===== config.mk =====
export PLATFORM = sky130hd
export DESIGN_NAME = rgb_gamma_pwm_unit
export DESIGN_NICKNAME = d
export VERILOG_FILES = /design/src/sv/rgbgp_pkg.sv /design/src/sv/rgbgp_front.sv /design/src/sv/rgbgp_outq.sv /design/src/sv/rgbgp_back.sv /design/src/sv/rgb_gamma_pwm_unit.sv
export SDC_FILE = /design/constraint.sdc
export NUM_CORES = 1
export LEC_CHECK = 0
export BUFFER_PORTS_ARGS = -buffer_cell sky130_fd_sc_hd__buf_4
export CORE_MARGIN = 8
export CORE_UTILIZATION = 60
export DETAILED_ROUTE_END_ITERATION = 6
export GPL_TIMING_DRIVEN = 0
export PLACE_DENSITY_LB_ADDON = 0.08
export SYNTH_ARGS = -nofsm -noshare
export SYNTH_HDL_FRONTEND = slang
export SYNTH_SLANG_ARGS = --single-unit

===== constraint.sdc =====
create_clock -name clk -period 8.6 [get_ports clk]
set_clock_uncertainty 0.1 [all_clocks]
set_input_delay 0.86 -clock clk [delete_from_list [all_inputs] [get_ports clk]]
set_output_delay 0.86 -clock clk [all_outputs]
set_load 0.01 [all_outputs]

===== src/sv/rgbgp_pkg.sv =====
// shared constants, item types and the level saturation function for rgb_gamma_pwm_unit
// no dependencies
package rgbgp_pkg;

	// duty resolution: full scale is 2^DUTY_BITS, duties span 0..full scale
	localparam int unsigned DUTY_BITS = 8;
	localparam int unsigned DUTY_W    = DUTY_BITS + 1;
	localparam int unsigned LEVEL_W   = 9;
	localparam int unsigned SAT_W     = (LEVEL_W > DUTY_W) ? LEVEL_W : DUTY_W;
	localparam int unsigned FULL      = 1 << DUTY_BITS;
	localparam int unsigned PEND_RST  = FULL - 1;

	// gamma datapath widths
	localparam int unsigned SQ_W   = 2 * DUTY_W;
	localparam int unsigned PROD_W = 3 * DUTY_W;
	localparam int unsigned GAM_SH = 2 * DUTY_BITS - 1;

	// channels
	localparam int unsigned NCH  = 3;
	localparam int unsigned CH_W = 2;

	// queue sizing
	localparam int unsigned Q_DEPTH = 2;
	localparam int unsigned Q_PTR_W = $clog2(Q_DEPTH);
	localparam int unsigned Q_CNT_W = $clog2(Q_DEPTH + 1);

	// command codes
	localparam logic CMD_TICK = 1'b0;
	localparam logic CMD_SET  = 1'b1;

	typedef logic [DUTY_W-1:0] duty_t;

	typedef struct packed {
		logic  set_color;
		duty_t red;
		duty_t green;
		duty_t blue;
		duty_t bright;
	} cmd_t;

	typedef struct packed {
		logic pin_red;
		logic pin_green;
		logic pin_blue;
		logic period_start;
	} res_t;

	function automatic duty_t sat_level(input logic [LEVEL_W-1:0] lv);
		logic [SAT_W-1:0] v;
		begin
			v = SAT_W'(lv);
			if (v > SAT_W'(FULL)) begin
				v = SAT_W'(FULL);
			end
			return DUTY_W'(v);
		end
	endfunction

endpackage


===== src/sv/rgbgp_front.sv =====
// front end: takes input items, saturates the levels and holds them in a short command queue
// depends on rgbgp_pkg
module rgbgp_front (
	input  logic                             clk,
	input  logic                             arst_n,
	input  logic                             push,
	output logic                             full,
	input  logic                             cmd,
	input  logic [rgbgp_pkg::LEVEL_W-1:0]    red_level,
	input  logic [rgbgp_pkg::LEVEL_W-1:0]    green_level,
	input  logic [rgbgp_pkg::LEVEL_W-1:0]    blue_level,
	input  logic [rgbgp_pkg::LEVEL_W-1:0]    bright_level,
	output logic                             q_vld,
	output rgbgp_pkg::cmd_t                  q_head,
	input  logic                             q_take
);

	rgbgp_pkg::cmd_t                    mem_q [rgbgp_pkg::Q_DEPTH];
	logic [rgbgp_pkg::Q_PTR_W-1:0]      wptr_q;
	logic [rgbgp_pkg::Q_PTR_W-1:0]      rptr_q;
	logic [rgbgp_pkg::Q_CNT_W-1:0]      cnt_q;
	logic                               wr_en;
	rgbgp_pkg::cmd_t                    wr_data;

	assign full   = (cnt_q == rgbgp_pkg::Q_CNT_W'(rgbgp_pkg::Q_DEPTH));
	assign q_vld  = (cnt_q != '0);
	assign q_head = mem_q[rptr_q];
	assign wr_en  = push && !full;

	// classify and saturate on the way in
	always_comb begin
		wr_data.set_color = (cmd == rgbgp_pkg::CMD_SET);
		wr_data.red       = rgbgp_pkg::sat_level(red_level);
		wr_data.green     = rgbgp_pkg::sat_level(green_level);
		wr_data.blue      = rgbgp_pkg::sat_level(blue_level);
		wr_data.bright    = rgbgp_pkg::sat_level(bright_level);
	end

	always_ff @(posedge clk) begin
		if (wr_en) begin
			mem_q[wptr_q] <= wr_data;
		end
	end

	always_ff @(posedge clk or negedge arst_n) begin
		if (!arst_n) begin
			wptr_q <= '0;
			rptr_q <= '0;
			cnt_q  <= '0;
		end else begin
			if (wr_en) begin
				if (wptr_q == rgbgp_pkg::Q_PTR_W'(rgbgp_pkg::Q_DEPTH - 1)) begin
					wptr_q <= '0;
				end else begin
					wptr_q <= wptr_q + rgbgp_pkg::Q_PTR_W'(1);
				end
			end
			if (q_take) begin
				if (rptr_q == rgbgp_pkg::Q_PTR_W'(rgbgp_pkg::Q_DEPTH - 1)) begin
					rptr_q <= '0;
				end else begin
					rptr_q <= rptr_q + rgbgp_pkg::Q_PTR_W'(1);
				end
			end
			if (wr_en && !q_take) begin
				cnt_q <= cnt_q + rgbgp_pkg::Q_CNT_W'(1);
			end else if (!wr_en && q_take) begin
				cnt_q <= cnt_q - rgbgp_pkg::Q_CNT_W'(1);
			end
		end
	end

endmodule


===== src/sv/rgbgp_outq.sv =====
// result queue between the pwm back end and the output ports
// depends on rgbgp_pkg
module rgbgp_outq (
	input  logic            clk,
	input  logic            arst_n,
	input  logic            res_push,
	input  rgbgp_pkg::res_t res,
	output logic            res_full,
	output logic            empty,
	input  logic            pop,
	output rgbgp_pkg::res_t head
);

	rgbgp_pkg::res_t                    mem_q [rgbgp_pkg::Q_DEPTH];
	logic [rgbgp_pkg::Q_PTR_W-1:0]      wptr_q;
	logic [rgbgp_pkg::Q_PTR_W-1:0]      rptr_q;
	logic [rgbgp_pkg::Q_CNT_W-1:0]      cnt_q;
	logic                               rd_en;

	assign res_full = (cnt_q == rgbgp_pkg::Q_CNT_W'(rgbgp_pkg::Q_DEPTH));
	assign empty    = (cnt_q == '0);
	assign head     = mem_q[rptr_q];
	assign rd_en    = pop && !empty;

	always_ff @(posedge clk) begin
		if (res_push) begin
			mem_q[wptr_q] <= res;
		end
	end

	always_ff @(posedge clk or negedge arst_n) begin
		if (!arst_n) begin
			wptr_q <= '0;
			rptr_q <= '0;
			cnt_q  <= '0;
		end else begin
			if (res_push) begin
				if (wptr_q == rgbgp_pkg::Q_PTR_W'(rgbgp_pkg::Q_DEPTH - 1)) begin
					wptr_q <= '0;
				end else begin
					wptr_q <= wptr_q + rgbgp_pkg::Q_PTR_W'(1);
				end
			end
			if (rd_en) begin
				if (rptr_q == rgbgp_pkg::Q_PTR_W'(rgbgp_pkg::Q_DEPTH - 1)) begin
					rptr_q <= '0;
				end else begin
					rptr_q <= rptr_q + rgbgp_pkg::Q_PTR_W'(1);
				end
			end
			if (res_push && !rd_en) begin
				cnt_q <= cnt_q + rgbgp_pkg::Q_CNT_W'(1);
			end else if (!res_push && rd_en) begin
				cnt_q <= cnt_q - rgbgp_pkg::Q_CNT_W'(1);
			end
		end
	end

endmodule


===== src/sv/rgbgp_back.sv =====
// back end: pwm period counter, duty registers and the shared-multiplier gamma sequencer
// depends on rgbgp_pkg
module rgbgp_back (
	input  logic            clk,
	input  logic            arst_n,
	input  logic            cmd_vld,
	input  rgbgp_pkg::cmd_t cmd,
	output logic            cmd_take,
	input  logic            res_full,
	output logic            res_push,
	output rgbgp_pkg::res_t res
);

	typedef enum logic [1:0] {
		ST_IDLE,
		ST_SQ,
		ST_CUBE,
		ST_SCALE
	} state_t;

	state_t                           state_q;
	rgbgp_pkg::duty_t                 tick_q;
	rgbgp_pkg::duty_t                 active_q  [rgbgp_pkg::NCH];
	rgbgp_pkg::duty_t                 pending_q [rgbgp_pkg::NCH];
	logic [rgbgp_pkg::NCH-1:0]        pins_q;
	logic [rgbgp_pkg::CH_W-1:0]       ch_q;

	rgbgp_pkg::duty_t                 lv_q [rgbgp_pkg::NCH];
	rgbgp_pkg::duty_t                 bright_q;
	logic [rgbgp_pkg::PROD_W-1:0]     prod_q;

	logic [rgbgp_pkg::NCH-1:0]        pins_nxt;
	logic                             reload;
	rgbgp_pkg::duty_t                 lv_cur;
	logic [rgbgp_pkg::SQ_W-1:0]       op_a;
	rgbgp_pkg::duty_t                 op_b;
	logic [rgbgp_pkg::PROD_W-1:0]     prod;
	logic [rgbgp_pkg::DUTY_W:0]       gamma_sum;
	rgbgp_pkg::duty_t                 gamma;
	rgbgp_pkg::duty_t                 scaled;

	assign cmd_take = cmd_vld && !res_full && (state_q == ST_IDLE);
	assign reload   = (tick_q == rgbgp_pkg::duty_t'(0));

	// pin update for a tick
	always_comb begin
		for (int i = 0; i < rgbgp_pkg::NCH; i++) begin
			if (reload) begin
				pins_nxt[i] = 1'b0;
			end else begin
				pins_nxt[i] = pins_q[i] | (tick_q == active_q[i]);
			end
		end
	end

	// one result per command, pushed when it is taken
	assign res_push = cmd_take;
	always_comb begin
		if (cmd.set_color) begin
			res.pin_red      = pins_q[0];
			res.pin_green    = pins_q[1];
			res.pin_blue     = pins_q[2];
			res.period_start = 1'b0;
		end else begin
			res.pin_red      = pins_nxt[0];
			res.pin_green    = pins_nxt[1];
			res.pin_blue     = pins_nxt[2];
			res.period_start = reload;
		end
	end

	// shared multiplier: x*x, then *x, then gamma*bright
	assign lv_cur    = lv_q[ch_q];
	assign gamma_sum = (rgbgp_pkg::DUTY_W + 1)'(prod_q >> rgbgp_pkg::GAM_SH)
		+ (rgbgp_pkg::DUTY_W + 1)'(1);
	assign gamma     = gamma_sum[rgbgp_pkg::DUTY_W:1];

	always_comb begin
		unique case (state_q)
			ST_CUBE: begin
				op_a = prod_q[rgbgp_pkg::SQ_W-1:0];
				op_b = lv_cur;
			end
			ST_SCALE: begin
				op_a = rgbgp_pkg::SQ_W'(gamma);
				op_b = bright_q;
			end
			default: begin
				op_a = rgbgp_pkg::SQ_W'(lv_cur);
				op_b = lv_cur;
			end
		endcase
	end

	assign prod   = rgbgp_pkg::PROD_W'(op_a) * rgbgp_pkg::PROD_W'(op_b);
	assign scaled = rgbgp_pkg::DUTY_W'(prod >> rgbgp_pkg::DUTY_BITS);

	always_ff @(posedge clk) begin
		if (cmd_take && cmd.set_color) begin
			lv_q[0]  <= cmd.red;
			lv_q[1]  <= cmd.green;
			lv_q[2]  <= cmd.blue;
			bright_q <= cmd.bright;
		end
		if (state_q == ST_SQ || state_q == ST_CUBE) begin
			prod_q <= prod;
		end
	end

	always_ff @(posedge clk or negedge arst_n) begin
		if (!arst_n) begin
			state_q <= ST_IDLE;
			tick_q  <= '0;
			pins_q  <= '0;
			ch_q    <= '0;
			for (int i = 0; i < rgbgp_pkg::NCH; i++) begin
				active_q[i]  <= '0;
				pending_q[i] <= rgbgp_pkg::duty_t'(rgbgp_pkg::PEND_RST);
			end
		end else begin
			unique case (state_q)
				ST_IDLE: begin
					if (cmd_take) begin
						if (cmd.set_color) begin
							state_q <= ST_SQ;
							ch_q    <= '0;
						end else begin
							pins_q <= pins_nxt;
							if (reload) begin
								tick_q <= rgbgp_pkg::duty_t'(rgbgp_pkg::FULL);
								for (int i = 0; i < rgbgp_pkg::NCH; i++) begin
									active_q[i] <= pending_q[i];
								end
							end else begin
								tick_q <= tick_q - rgbgp_pkg::duty_t'(1);
							end
						end
					end
				end
				ST_SQ: begin
					state_q <= ST_CUBE;
				end
				ST_CUBE: begin
					state_q <= ST_SCALE;
				end
				ST_SCALE: begin
					pending_q[ch_q] <= scaled;
					if (ch_q == rgbgp_pkg::CH_W'(rgbgp_pkg::NCH - 1)) begin
						state_q <= ST_IDLE;
					end else begin
						ch_q    <= ch_q + rgbgp_pkg::CH_W'(1);
						state_q <= ST_SQ;
					end
				end
				default: begin
					state_q <= ST_IDLE;
				end
			endcase
		end
	end

	a_no_take_busy: assert property (@(posedge clk) disable iff (!arst_n)
		(state_q != ST_IDLE) |-> !cmd_take)
		else $error("command taken while gamma sequencer busy");

	a_tick_range: assert property (@(posedge clk) disable iff (!arst_n)
		tick_q <= rgbgp_pkg::duty_t'(rgbgp_pkg::FULL))
		else $error("period counter above full scale");

	a_reload: assert property (@(posedge clk) disable iff (!arst_n)
		(cmd_take && !cmd.set_color && reload) |=>
		(tick_q == rgbgp_pkg::duty_t'(rgbgp_pkg::FULL) && pins_q == '0))
		else $error("period start did not reload counter and clear pins");

	a_ch_range: assert property (@(posedge clk) disable iff (!arst_n)
		ch_q < rgbgp_pkg::CH_W'(rgbgp_pkg::NCH))
		else $error("channel index out of range");

endmodule


===== src/sv/rgb_gamma_pwm_unit.sv =====
// top level of the three-channel gamma-corrected led pwm driver
// depends on rgbgp_pkg, rgbgp_front, rgbgp_back, rgbgp_outq
//
// three-channel led pwm with cube-law gamma and brightness. an item with cmd high sets the
// colour: each level and the brightness saturate to full scale (256), each channel is gamma
// corrected as ((x^3*256 >> 23) + 1) >> 1, scaled by brightness >> 8 and parked in a pending
// duty register; it takes effect at the next period start. an item with cmd low is one pwm
// tick of a 257-tick period: a down-counter reloads to 256 at zero (copying pending into
// active duties, all pins low, period_start high), otherwise a pin goes high when the counter
// equals its duty. every item yields exactly one result with the pin levels after it. both
// sides are queues: push/full on the input, empty/pop on the output, two items deep each.
// ticks run at one item per clock while the back end is idle and the output queue is not
// full; a set-colour item keeps the back end busy after it is taken, and no next item
// enters the back end meanwhile, since one shared multiplier does three steps per channel
// (square, cube, brightness scale) over three channels; the front queue keeps accepting
// meanwhile until full. an accepted item is registered in the front queue, taken from its
// head by the idle back end, and its result is registered in the output queue to be popped.
// after reset the first tick starts a period and pending duties are 255; no clearing pass is needed.
module rgb_gamma_pwm_unit (
	input  logic                          clk,
	input  logic                          arst_n,
	input  logic                          push,
	output logic                          full,
	input  logic                          cmd,
	input  logic [rgbgp_pkg::LEVEL_W-1:0] red_level,
	input  logic [rgbgp_pkg::LEVEL_W-1:0] green_level,
	input  logic [rgbgp_pkg::LEVEL_W-1:0] blue_level,
	input  logic [rgbgp_pkg::LEVEL_W-1:0] bright_level,
	output logic                          empty,
	input  logic                          pop,
	output logic                          pin_red,
	output logic                          pin_green,
	output logic                          pin_blue,
	output logic                          period_start
);

	// command queue between front and back
	logic            q_vld;
	rgbgp_pkg::cmd_t q_head;
	logic            q_take;

	// result path from back into the output queue
	logic            res_full;
	logic            res_push;
	rgbgp_pkg::res_t res;
	rgbgp_pkg::res_t head;

	// front: accept, saturate, classify tick vs set-colour
	rgbgp_front u_front (
		.clk          (clk),
		.arst_n       (arst_n),
		.push         (push),
		.full         (full),
		.cmd          (cmd),
		.red_level    (red_level),
		.green_level  (green_level),
		.blue_level   (blue_level),
		.bright_level (bright_level),
		.q_vld        (q_vld),
		.q_head       (q_head),
		.q_take       (q_take)
	);

	// back: period counter, duties, pins and the gamma sequencer
	rgbgp_back u_back (
		.clk      (clk),
		.arst_n   (arst_n),
		.cmd_vld  (q_vld),
		.cmd      (q_head),
		.cmd_take (q_take),
		.res_full (res_full),
		.res_push (res_push),
		.res      (res)
	);

	// output queue decouples the back end from the consumer
	rgbgp_outq u_outq (
		.clk      (clk),
		.arst_n   (arst_n),
		.res_push (res_push),
		.res      (res),
		.res_full (res_full),
		.empty    (empty),
		.pop      (pop),
		.head     (head)
	);

	assign pin_red      = head.pin_red;
	assign pin_green    = head.pin_green;
	assign pin_blue     = head.pin_blue;
	assign period_start = head.period_start;

endmodule

## Word-level counts from Yosys, hierarchy flattened

Memories as Yosys holds them, arrays and structs flattened.
Cells that the tools add are included.

| storage, ports and cells | value |
|---|---|
| RAM bits | 109 |
| register bits | 112 |
| latch bits | 0 |
| memories kept | 3 |
| memory bits (read-only) | 0 |

Memory list:

| memory | depth | bits a word | read ports | clocked after memory_dff | write ports | RTL line | text |
|---|---|---|---|---|---|---|---|
| u_front.mem_q | 2 | 37 | 1 | 0 | 1 | rgbgp_front.sv:18 | `rgbgp_pkg::cmd_t mem_q [rgbgp_pkg::Q_DEPTH];` |
| u_back.lv_q | 3 | 9 | 1 | 0 | 3 | rgbgp_back.sv:28 | `rgbgp_pkg::duty_t lv_q [rgbgp_pkg::NCH];` |
| u_outq.mem_q | 2 | 4 | 1 | 0 | 1 | rgbgp_outq.sv:14 | `rgbgp_pkg::res_t mem_q [rgbgp_pkg::Q_DEPTH];` |

| cells by class | value |
|---|---|
| $mul | 1 |
| $lt $le $gt $ge | 6 |
| div/mod/pow operators | 0 |
| equal/unequal tests | 12 |
| add/subtract/negate cells | 11 |
| shift operators | 0 |
| reductions and logical operators | 28 |
| bitwise gates (word level) | 5 |
| multiplexer cells | 36 |

Operators by type and width:

| cell | count |
|---|---|
| 9-bit two-way mux | 7 |
| 9-bit > comparator, second input constant | 4 |
| 18-bit case mux with 2 select lines | 1 |
| 27-bit bitwise mux | 1 |
| 9-bit equality test | 3 |
| 18-bit by 9-bit multiplier with 25-bit output | 1 |
| 9-bit demux with 2-bit select | 1 |
| 2-bit two-way mux | 9 |
| 1-bit two-way mux | 14 |
| 10-bit by 1-bit adder with 10-bit output, second input constant | 1 |
| 2-bit equality test, second input constant | 5 |
| 1-bit logical AND | 10 |
| 9-bit zero test | 1 |
| 9-bit by 1-bit subtractor with 9-bit output, second input constant | 1 |
| 2-bit case mux with 4 select lines | 1 |
| 4-bit AND reduction | 2 |
| 2-bit nonzero test | 4 |
| 2-bit by 1-bit adder with 2-bit output, second input constant | 3 |
| 1-bit zero test | 6 |
| 1-bit adder, second input constant | 4 |
| 2-bit zero test | 2 |
| 4-bit two-way mux | 1 |
| 2-bit by 1-bit != test with 1-bit output, second input constant | 2 |
| 2-bit case mux with 2 select lines | 1 |
| 11 further kinds | 14 |

## Longest topological paths before layout

| logic depth | value |
|---|---|
| depth after elaboration | 8 |
| depth in mapped cells | 24 |
| depth with buffers taken out | 23 |

## Cells and area by module

A second synthesis with hierarchy kept.

| unflattened totals | value |
|---|---|
| cells, all modules | 1257 |
| area total of the unflattened synthesis | 14453.9 um^2 |

By module, submodules not included:

| module | seq. area each (um^2) | area each (um^2) | cells each | times used |
|---|---|---|---|---|
| rgbgp_back | 3613.5 | 10815.4 | 1059 | 1 |
| rgbgp_front | 2322.2 | 3165.5 | 170 | 1 |
| rgbgp_outq | 340.3 | 473.0 | 28 | 1 |

## Worst setup path after synthesis

OpenSTA, ideal clock, no wires.

| path | value |
|---|---|
| kind | flip-flop to flip-flop |
| start | register u_back.state_q[0] |
| end | register u_back.prod_q[24] (netlist name) (data pin) |
| setup slack | 2.679 ns |
| stages on the path, launching flop included | 25 |
| arrival | 5.561 ns |
| data required time | 8.240 ns |
| path through | dfrtp_1 > inv_1 > ha_1 > buf_2 > or2_2 > clkbuf_1 > nor2_1 > a221oi_1 > inv_1 > nand2_1 > fa_1 > inv_1 > fa_1 > inv_1 > fa_1 > fa_1 > inv_1 > ha_1 > o211ai_2 > a21oi_2 > o311a_4 > a211oi_1 > o211ai_1 > a31oi_1 > xnor2_1 |

| on the way | value |
|---|---|
| cells in the longest elaborated chain, start to end | 3 |

Ends and longest elaborated chain:

| item | RTL line | text |
|---|---|---|
| start, declared | rgbgp_back.sv:21 | `state_t state_q;` |
| start signal, assigned | rgbgp_back.sv:112 | `state_q <= ST_IDLE;` |
| start signal, assigned | rgbgp_back.sv:125 | `state_q <= ST_SQ;` |
| start signal, assigned | rgbgp_back.sv:141 | `state_q <= ST_CUBE;` |
| 2-bit equality test | rgbgp_back.sv:79 | `unique case (state_q)` |
| 18-bit case mux with 2 select lines or 9-bit two-way mux (tied branches) | rgbgp_back.sv:79 |  |
| 18-bit by 9-bit multiplier with 25-bit output (*) | rgbgp_back.sv:95 | `assign prod = rgbgp_pkg::PROD_W'(op_a) * rgbgp_pkg::PROD_W'(op_b);` |
| via u_back.prod, one bit | rgbgp_back.sv:37 | `logic [rgbgp_pkg::PROD_W-1:0] prod;` |
| end signal, assigned | rgbgp_back.sv:106 | `prod_q <= prod;` |
| end, declared | rgbgp_back.sv:30 | `logic [rgbgp_pkg::PROD_W-1:0] prod_q;` |

The timed path passes the listed nets; every way through them passes the cells marked *.
A chain may end at the register's enable or synchronous reset.

## Final worst setup path

| path | value |
|---|---|
| start | register u_back.state_q[1] |
| end | register u_back.prod_q[24] (netlist name) (data pin) |

Same word-level chain as after synthesis.

==> results_dict.tcl <==
set metrics [dict create \
    port_buffers 46 \
    yosysMostFrequentCell "inv_1" \
    clk_path_buf_depth 3 \
    grt_max_degree 79 \
    cts_tree "built" \
    syn-cell-area_um2 14100 \
    fin_setup_tns_ps 0 \
    seq_area_frac_synth 0.447 \
    first_pass_iters 5 \
    num_vias 8915 \
    design.core.area_um2 23300 \
    fp.dieH_um 169 \
    cts_htree_levels 1 \
    dieArea_um2 28600 \
    antenna_found_initial 0 \
    synth_fp_nets 1428 \
    syn_to_final_growth_pct 11.2 \
    grt_pass1_wl_mm 49.6 \
    setup_viol 0 \
    clock_latency_ps 510 \
    holdBufCountCts 0 \
    path_common_cell "fa_1" \
    vias_per_cell 5.45 \
    synthFlopType "edfxtp_1" \
    post_cts_buffers 0 \
    syn-instance-count 1224 \
    relSlewSlack 0.150 \
    post-route-min-period_ps 7150 \
    grt_pass1_vias 9647 \
    arrival_ps 7300 \
    yosysWarnings 0 \
    antenna_cells 0 \
    rsz0062_at_grt "false" \
    hold_path_class "in -> async" \
    dp_hpwl_mm 22.9 \
    path_clk_slew_ps 60 \
    clock_sinks 221 \
    outcome "finished, final reports clean" \
    drcViolationCount 0 \
    grt_use_total 0.220 \
    synth-edff-count 143 \
    path_buf_inv 6 \
    async_reset_ff_frac 0.353 \
    hold_violations 0 \
    drv_cap 0 \
    ys_ff_latch 221 \
    slew_violations 0 \
    final_nets 1503 \
    crit_path_max_incr_delay_ps 610 \
    critical_path_class "reg -> reg" \
    numCtsBuffers 24 \
    start_util 0.604 \
    synth.top_cell.area_share 0.306 \
    root_buffer "clkbuf_16" \
    path_delay_family "adder cells" \
    drive_gt1_frac 0.182 \
    place.gp.congestion 0.933 \
    cp_slowest_cell "fa_1" \
    fmax_mhz 140 \
    worstPathCellList "ha_1, clkbuf_1, clkbuf_1, nand2_1, o21ai_1, clkbuf_1, nand2_1, fa_1, inv_1, fa_1, inv_1, fa_1, fa_1, inv_1, ha_1, o211ai_2, a21oi_2, o311a_4, a211oi_1, o211ai_1, a31oi_1, xnor2_1" \
    worst_slew_pin_slew_ps 1270 \
    cts_resized 0 \
    avgSynthCellArea_um2 11.5 \
    layout_worst_path_cycle_share 0.832 \
    wl_mm 30.0 \
    synth_area_leaders "edfxtp_1, fa_1, dfrtp_1" \
    antenna_left 0 \
    end_kind "flip-flop" \
    drt_iter0_markers 656 \
    required_ps 8750 \
    rows 56 \
    yosys.area.top_type "edfxtp_1" \
    synthDistinctLibCells 56 \
    grt.overflow.total 0 \
    num_io_pins 47 \
    yosys-top-cells-count "inv_1, edfxtp_1, nor2_1, fa_1, nand2_1" \
    die_w_um 169 \
    avgRoutedWirePerCell_um 18.3 \
    critPathMaxFanout 10 \
    cp-start-kind "flip-flop" \
]
==> per-stage QoR <==
| stage | cells | cell area [µm²] | utilization | setup WS, ps | hold slack (ps) |
|---|---|---|---|---|---|
| finish | 1636 | 15600 | 0.672 | 1450 | 401 |
| global route | 1636 | 15600 | 0.672 | 1110 | 410 |
| CTS | 1636 | 15600 | 0.672 | 1460 | 398 |
| detailed placement | 1592 | 14900 | 0.639 | 1510 | 384 |
| global placement | 1589 | 14800 | 0.636 | 1620 | 378 |
| floorplan | 1224 | 14100 | - | 2680 | 360 |
==> cell type report <==
type | instances | area, µm²
fill | 1842 | 7640
multi-input combinational | 792 | 6970
sequential | 221 | 6280
clock buffer | 33 | 684
inverter | 162 | 608
timing repair buffer | 49 | 405
tap | 319 | 399
buffer | 49 | 219
clock inverter | 11 | 65.1
==> cell usage in the layout (no fill, tap or decap), drive strengths merged, types with 4 or more instances in the layout <==
cell / instances
xnor2: 51
nor3: 4
inv: 164
nor4: 5
and2: 14
nand3: 21
xor2: 18
nand4: 6
o21a: 9
and3: 4
mux2: 98
a22oi: 4
clkinv: 9
dfstp: 24
edfxtp: 143
ha: 51
nand2: 112
a21oi: 35
buf: 70
nor2: 122
nand2b: 13
fa: 112
clkbuf: 61
dfrtp: 54
o21ai: 32
a21o: 6
mux2i: 10
nor2b: 35
==> flip-flops by register name, indices dropped and copies added (netlist names), 8 cells and up <==
name              count
u_back.prod_q        25
u_outq.mem_q          8
u_back.lv_q          27
u_front.mem_q        74
u_back.pending_q     27
u_back.active_q      27
u_back.tick_q         9
u_back.bright_q       9
==> routing by layer <==
layer  GRT usage  vias up  share of wire
met5           0        -              0
met4      0.0781        0          0.033
met3      0.0321       67          0.057
met2       0.364      280           0.48
met1       0.292     4396           0.43
li1            -     4172              -
==> final timing paths <==
kind	from	endpoint	slack, ps	cells after the start
hold reg to reg	u_outq.wptr_q$_DFFE_PN0P_	u_outq.wptr_q$_DFFE_PN0P_	400	1
setup / recovery	u_back.state_q[1]$_DFFE_PN0P_	u_back.prod_q[24]$_DFFE_PP_	1450	22
max in group asynchronous	arst_n	u_back.active_q[20]$_DFFE_PN0P_	7350	1
hold / removal	arst_n	u_back.tick_q[2]$_DFFE_PN0P_	400	1
min in group clk	u_outq.wptr_q$_DFFE_PN0P_	u_outq.wptr_q$_DFFE_PN0P_	400	1
setup reg to reg	u_back.state_q[1]$_DFFE_PN0P_	u_back.prod_q[24]$_DFFE_PP_	1450	22
==> cell families (layout without fill, tap and decap cells) <==
logic type                 after synthesis  in the layout  share of synthesized area
muxes                                  108            108                     0.0862
DFF                                    221            221                      0.447
buffers and inverters                  211            304                     0.0588
adders and majority gates              163            163                      0.205
xor gates and xnor gates                69             69                     0.0430
and+or+nand+nor                        342            342                      0.110
AOI/OAI and AO/OA                      110            110                     0.0508
Power is not shown: default switching activity piles up to over one toggle a cycle in this logic, so the estimate is an artifact.
